## src/rtl/dfsa_pkg.sv

```systemverilog
// Shared types and codes for the deferred free slot allocator.
`timescale 1ns / 1ps
package dfsa_pkg;

    localparam int FUNC_W     = 2;
    localparam int STATUS_W   = 3;
    localparam int SLOT_OUT_W = 10;
    localparam int INC_W      = 13;
    localparam int CNT_CFG_W  = 11;
    localparam int ADDR_W     = 6;

    localparam logic [FUNC_W-1:0] FN_ALLOC   = 2'd0;
    localparam logic [FUNC_W-1:0] FN_FREE    = 2'd1;
    localparam logic [FUNC_W-1:0] FN_CREATE  = 2'd2;
    localparam logic [FUNC_W-1:0] FN_DESTROY = 2'd3;

    localparam logic [STATUS_W-1:0] ST_OK    = 3'd0;
    localparam logic [STATUS_W-1:0] ST_EMPTY = 3'd1;
    localparam logic [STATUS_W-1:0] ST_NULL  = 3'd2;
    localparam logic [STATUS_W-1:0] ST_FULL  = 3'd3;
    localparam logic [STATUS_W-1:0] ST_RANGE = 3'd4;

    localparam logic [2:0] REG_CPU_START = 3'd0;
    localparam logic [2:0] REG_GPU_START = 3'd1;
    localparam logic [2:0] REG_INC       = 3'd2;
    localparam logic [2:0] REG_SLOTS     = 3'd3;
    localparam logic [2:0] REG_RESERVED  = 3'd4;

    typedef enum logic [3:0] {
        S_IDLE,
        S_DISP,
        S_DR_RD,
        S_DR_CHK,
        S_POP_RD,
        S_POP_MUL,
        S_POP_ADD,
        S_DIV,
        S_FREE_CHK,
        S_FILL,
        S_DONE
    } state_t;

    typedef struct packed {
        logic load;
        logic drain_chk;
        logic pop_rd;
        logic pop_mul;
        logic pop_add;
        logic div_init;
        logic div_step;
        logic free_chk;
        logic create_init;
        logic fill_step;
        logic destroy;
        logic set_null;
        logic set_range;
        logic set_empty;
    } cmd_t;

    typedef struct packed {
        logic [FUNC_W-1:0] func;
        logic is_null;
        logic inc_zero;
        logic pend_empty;
        logic drain_last;
        logic free_empty;
        logic div_last;
        logic fill_go;
        logic fill_last;
    } stat_t;

    typedef struct packed {
        logic [63:0]          cpu_start;
        logic [63:0]          gpu_start;
        logic [INC_W-1:0]     inc;
        logic [CNT_CFG_W-1:0] slots;
        logic [CNT_CFG_W-1:0] reserved;
    } cfg_t;

endpackage

```

## src/rtl/dfsa_ctrl.sv

```systemverilog
// Sequencer for the allocator operations.
`timescale 1ns / 1ps
module dfsa_ctrl (
    input  logic           clk,
    input  logic           rst_n,
    input  logic           start,
    input  dfsa_pkg::stat_t st,
    output dfsa_pkg::cmd_t  cmd,
    output logic           busy,
    output logic           done
);
    import dfsa_pkg::*;

    state_t state_reg, state_next;

    always_ff @(posedge clk or negedge rst_n)
    begin
        if (!rst_n)
        begin
            state_reg <= S_IDLE;
        end
        else
        begin
            state_reg <= state_next;
        end
    end

    always_comb
    begin
        state_next = state_reg;
        cmd        = '0;
        case (state_reg)
            S_IDLE:
            begin
                if (start)
                begin
                    cmd.load   = 1'b1;
                    state_next = S_DISP;
                end
            end
            S_DISP:
            begin
                case (st.func)
                    FN_ALLOC:
                    begin
                        state_next = st.pend_empty ? S_POP_RD : S_DR_RD;
                    end
                    FN_FREE:
                    begin
                        if (st.is_null)
                        begin
                            cmd.set_null = 1'b1;
                            state_next   = S_DONE;
                        end
                        else if (st.inc_zero)
                        begin
                            cmd.set_range = 1'b1;
                            state_next    = S_DONE;
                        end
                        else
                        begin
                            cmd.div_init = 1'b1;
                            state_next   = S_DIV;
                        end
                    end
                    FN_CREATE:
                    begin
                        cmd.create_init = 1'b1;
                        state_next      = st.fill_go ? S_FILL : S_DONE;
                    end
                    default:
                    begin
                        cmd.destroy = 1'b1;
                        state_next  = S_DONE;
                    end
                endcase
            end
            S_DR_RD:
            begin
                state_next = S_DR_CHK;
            end
            S_DR_CHK:
            begin
                cmd.drain_chk = 1'b1;
                state_next    = st.drain_last ? S_POP_RD : S_DR_RD;
            end
            S_POP_RD:
            begin
                if (st.free_empty)
                begin
                    cmd.set_empty = 1'b1;
                    state_next    = S_DONE;
                end
                else
                begin
                    cmd.pop_rd = 1'b1;
                    state_next = S_POP_MUL;
                end
            end
            S_POP_MUL:
            begin
                cmd.pop_mul = 1'b1;
                state_next  = S_POP_ADD;
            end
            S_POP_ADD:
            begin
                cmd.pop_add = 1'b1;
                state_next  = S_DONE;
            end
            S_DIV:
            begin
                cmd.div_step = 1'b1;
                if (st.div_last)
                begin
                    state_next = S_FREE_CHK;
                end
            end
            S_FREE_CHK:
            begin
                cmd.free_chk = 1'b1;
                state_next   = S_DONE;
            end
            S_FILL:
            begin
                cmd.fill_step = 1'b1;
                if (st.fill_last)
                begin
                    state_next = S_DONE;
                end
            end
            S_DONE:
            begin
                state_next = S_IDLE;
            end
            default:
            begin
                state_next = S_IDLE;
            end
        endcase
    end

    assign busy = (state_reg != S_IDLE);
    assign done = (state_reg == S_DONE);

    property p_done_idle;
        @(posedge clk) disable iff (!rst_n) done |=> !busy;
    endproperty
    a_done_idle: assert property (p_done_idle) else $error("busy after result beat");

    property p_load_idle;
        @(posedge clk) disable iff (!rst_n) cmd.load |-> !busy;
    endproperty
    a_load_idle: assert property (p_load_idle) else $error("load while busy");

    property p_div_free;
        @(posedge clk) disable iff (!rst_n) cmd.div_step |-> st.func == FN_FREE;
    endproperty
    a_div_free: assert property (p_div_free) else $error("divide outside free");

endmodule

```

## config.mk

```make
export PLATFORM = sky130hd
export DESIGN_NAME = dfsa_ctrl
export DESIGN_NICKNAME = d
export VERILOG_FILES = /design/src/rtl/dfsa_pkg.sv /design/src/rtl/dfsa_ctrl.sv
export SDC_FILE = /design/constraint.sdc
export NUM_CORES = 1
export LEC_CHECK = 0
export BUFFER_PORTS_ARGS = -buffer_cell sky130_fd_sc_hd__buf_2
export CAP_MARGIN = 40
export CORE_AREA = 2 2 39 41
export DETAILED_ROUTE_END_ITERATION = 7
export DIE_AREA = 0 0 41 43
export GPL_ROUTABILITY_DRIVEN = 0
export GPL_TIMING_DRIVEN = 0
export HOLD_SLACK_MARGIN = 0.08
export PLACE_DENSITY_LB_ADDON = 0.1
export SLEW_MARGIN = 40
export SYNTH_ARGS = -nofsm -noshare
export SYNTH_HDL_FRONTEND = slang
export SYNTH_SLANG_ARGS = --single-unit
```

## constraint.sdc

```tcl
create_clock -name clk -period 2.76 [get_ports clk]
set_clock_uncertainty 0.05 [all_clocks]
set_input_delay 0.276 -clock clk [delete_from_list [all_inputs] [get_ports clk]]
set_output_delay 0.276 -clock clk [all_outputs]
set_load 0.01 [all_outputs]
```

==> run_results.csv <==
group,metric,value,unit
critical_path,end_kind,"output port",
die,die_h,43,um
die,rows,14,
power_and_ir_drop,p_int,0.276,mW
critical_path,cp-start-kind,"register",
yosys,syn-cell-area,482,sq um
die,die_w,41,um
global_routing,grt_pass1_wl,2270,um
yosys,ys_seq_area_frac,0.208,
yosys,async_reset_ff_frac,1.00,
power_and_ir_drop,comb_power_share,0.645,
drt,drt_iter0_drc,9,
cts,clk_pin_slew,0.05,ns
yosys,ys_types,28,
cts,clockBufferDepth,2,
place,portBuffers,28,
power_and_ir_drop,switching_share,0.499,
outcome,outcome,"complete, no violations",
cts,cts.sinks,4,
timing,worst_pin_slew,0.444,ns
timing,relSlewSlack,0.700,
die,start_util,0.348,
critical_path,worst-setup-path-type,"reg -> out",
timing,period_share,0.739,
drt,vias,617,
yosys,ys_seq_elements,4,
yosys,synth_top_area_frac,0.208,
yosys,synth_edf_count,0,
die,dieArea,1760,sq um
power_and_ir_drop,total_power,0.552,mW
timing,rsz0062_at_grt,"false",
yosys,synth_flop_cell,"dfrtp_1",
timing,finalHoldViolations,0,
die,coreArea,1380,sq um
global_routing,grt_antenna_before_repair,0,
power_and_ir_drop,power.density,818,nW/um^2
drt,ant_nets,0,
place,place_hpwl,1100,um
yosys,synth.top_cells.by_area,"dfrtp_1, nor2_1, nor4b_1",
cts,clockRootBuffer,"clkbuf_4",
global_routing,grt_pass1_vias,558,
drt,wl_per_cell,12.6,um
global_routing,grt_use_total,0.189,
cts,htreeDepth,1,
finish,design_area,674,sq um
timing,setup-tns-final,0,ns
cts,post-cts-setup-buffers,0,
timing,maxSlewViolCount,0,
critical_path,critical_path_required,2.43,ns
timing,post-route-min-period,2.04,ns
drt,drt_wl_total,1430,um
drt,viasPerCell,5.46,
global_routing,grt_max_degree,11,
cts,cts_buffers,3,
drt,drt_drc_violations_left,0,
timing,setup_viol,0,
cts,cts_tree,"done",
critical_path,worstPathArrival,1.71,ns
timing,max_freq,490,MHz
worst_hold_path,hp-class,"in -> reg",
power_and_ir_drop,p_leak,0.330,nW
power_and_ir_drop,p_switching,0.275,mW
power_and_ir_drop,peakVddDrop,310,uV
yosys,synth_top_area_cell,"dfrtp_1",
power_and_ir_drop,power_frac_clock,0.139,
drt,firstDrtPassIters,3,
power_and_ir_drop,pwr-share-seq,0.216,
finish,area_growth_syn_to_layout,40.0,%
place,postPlaceCellArea,642,sq um
yosys,synthCells,65,
yosys,yosys_warnings,0,
global_routing,overflow,0,
finish,layout-drive-gt1-share,0.351,
cts,insertion_delay,0.25,ns
finish,stdcell_count,113,
job,maxCapViolCount,0,
finish,largest_reg_flops,4,
yosys,postSynthAreaPerCell,7.41,sq um
finish,final_net_count,112,
place,dpl.cell_count,109,
yosys,syn-num-nets,78,
die,io_pins,29,
finish,num_antenna_cells,0,
critical_path,crit_fanout,10,
-- worst max-delay path, stage by stage (launching register included) --
cell and delay (ns):
dfrtp_1 0.44, clkbuf_1 0.24, nor4b_1 0.45, and3_1 0.21, buf_2 0.12
-- power groups by stage --
stage / sequential [mW] / combinational [mW] / clock, mW
2_1_floorplan: 0.109 / 0.255 / 0
3_5_place_dp: 0.118 / 0.354 / 0
6_report: 0.119 / 0.356 / 0.0769
3_3_place_gp: 0.119 / 0.354 / 0
5_1_grt: 0.123 / 0.404 / 0.0832
4_1_cts: 0.118 / 0.357 / 0.0780
-- synth_stat cells (all sizes together), types with 2 or more instances --
master	n
dfrtp	4
nor2	10
o21ai	6
nor4b	4
nand2	6
a21oi	2
o211ai	2
nor4	2
nor4bb	2
nand2b	4
and3	2
nor3	4
clkbuf	3
o32ai	2
-- cell type report --
cell class	count	area, sq um
Timing Repair Buffer	29	150
Tap cell	16	20.0
Fill cell	153	709
Inverter	1	3.75
Buffer	4	16.3
Clock buffer	3	22.5
Sequential cell	4	100
Multi-Input combinational cell	56	362
-- logic make-up (layout without fill, tap and decap cells) --
logic type	count (synthesis)	in the layout	share of synthesized area
mux	1	1	0.0208
flops	4	4	0.208
buf+inv	5	37	0.0415
compound gates	14	14	0.184
simple gates	41	41	0.545
-- per-layer routing --
| metal | routed length (um) | share of wire | track usage | vias to the layer above |
|---|---|---|---|---|
| met5 | 0 | 0 | 0 | - |
| met4 | 32 | 0.022 | 0.113 | 0 |
| met3 | 77 | 0.054 | 0.0314 | 5 |
| met2 | 670 | 0.47 | 0.269 | 20 |
| met1 | 646 | 0.45 | 0.256 | 278 |
| li1 | - | - | - | 314 |
-- repair_timing --
action,CTS,global route
hold buffers,1,0
endpoints found under the setup margin,0,0
hold endpoints to repair,4,0
gates resized for setup,0,0
-- through the flow --
stage          utilization  setup WS [ns]  hold slack, ns
6_report             0.487          0.720           0.211
5_1_grt              0.487          0.584           0.227
4_1_cts              0.487          0.717           0.211
3_5_place_dp         0.464          0.994          0.0365
3_3_place_gp         0.464          0.985          0.0309
2_1_floorplan            -           1.17         -0.0696
-- worst paths after layout --
path / start / end / slack (ns) / cells after the start
max: state_reg[1] / cmd[3] / 0.72 / 4
min: st[0] / state_reg[3] / 0.21 / 2
max reg2reg: state_reg[1] / state_reg[1] / 0.97 / 5
min reg2reg: state_reg[2] / state_reg[1] / 0.76 / 2
max in group asynchronous: rst_n / state_reg[0] / 2.21 / 2
min in group asynchronous: rst_n / state_reg[3] / 0.31 / 2
-- cells in the final DEF (no fill, tap or decap) --
cell type	n
a2111oi_0	1
a211oi_1	1
a21oi_1	2
and2_1	1
and3_1	2
and3b_1	1
and4b_1	1
buf_2	29
clkbuf_1	3
clkbuf_4	3
dfrtp_1	4
dlygate4sd3_1	1
inv_1	1
mux2i_1	1
nand2_1	6
nand2b_1	4
nand3_1	1
nor2_1	10
nor3_1	4
nor4_1	1
nor4_4	1
nor4b_1	4
nor4bb_1	2
o211ai_1	2
o21ai_0	5
o21ai_1	1
o32ai_1	2
or4_1	1
or4b_4	1
or4bb_1	1
Note: power is estimated with default switching activity, not from simulation.
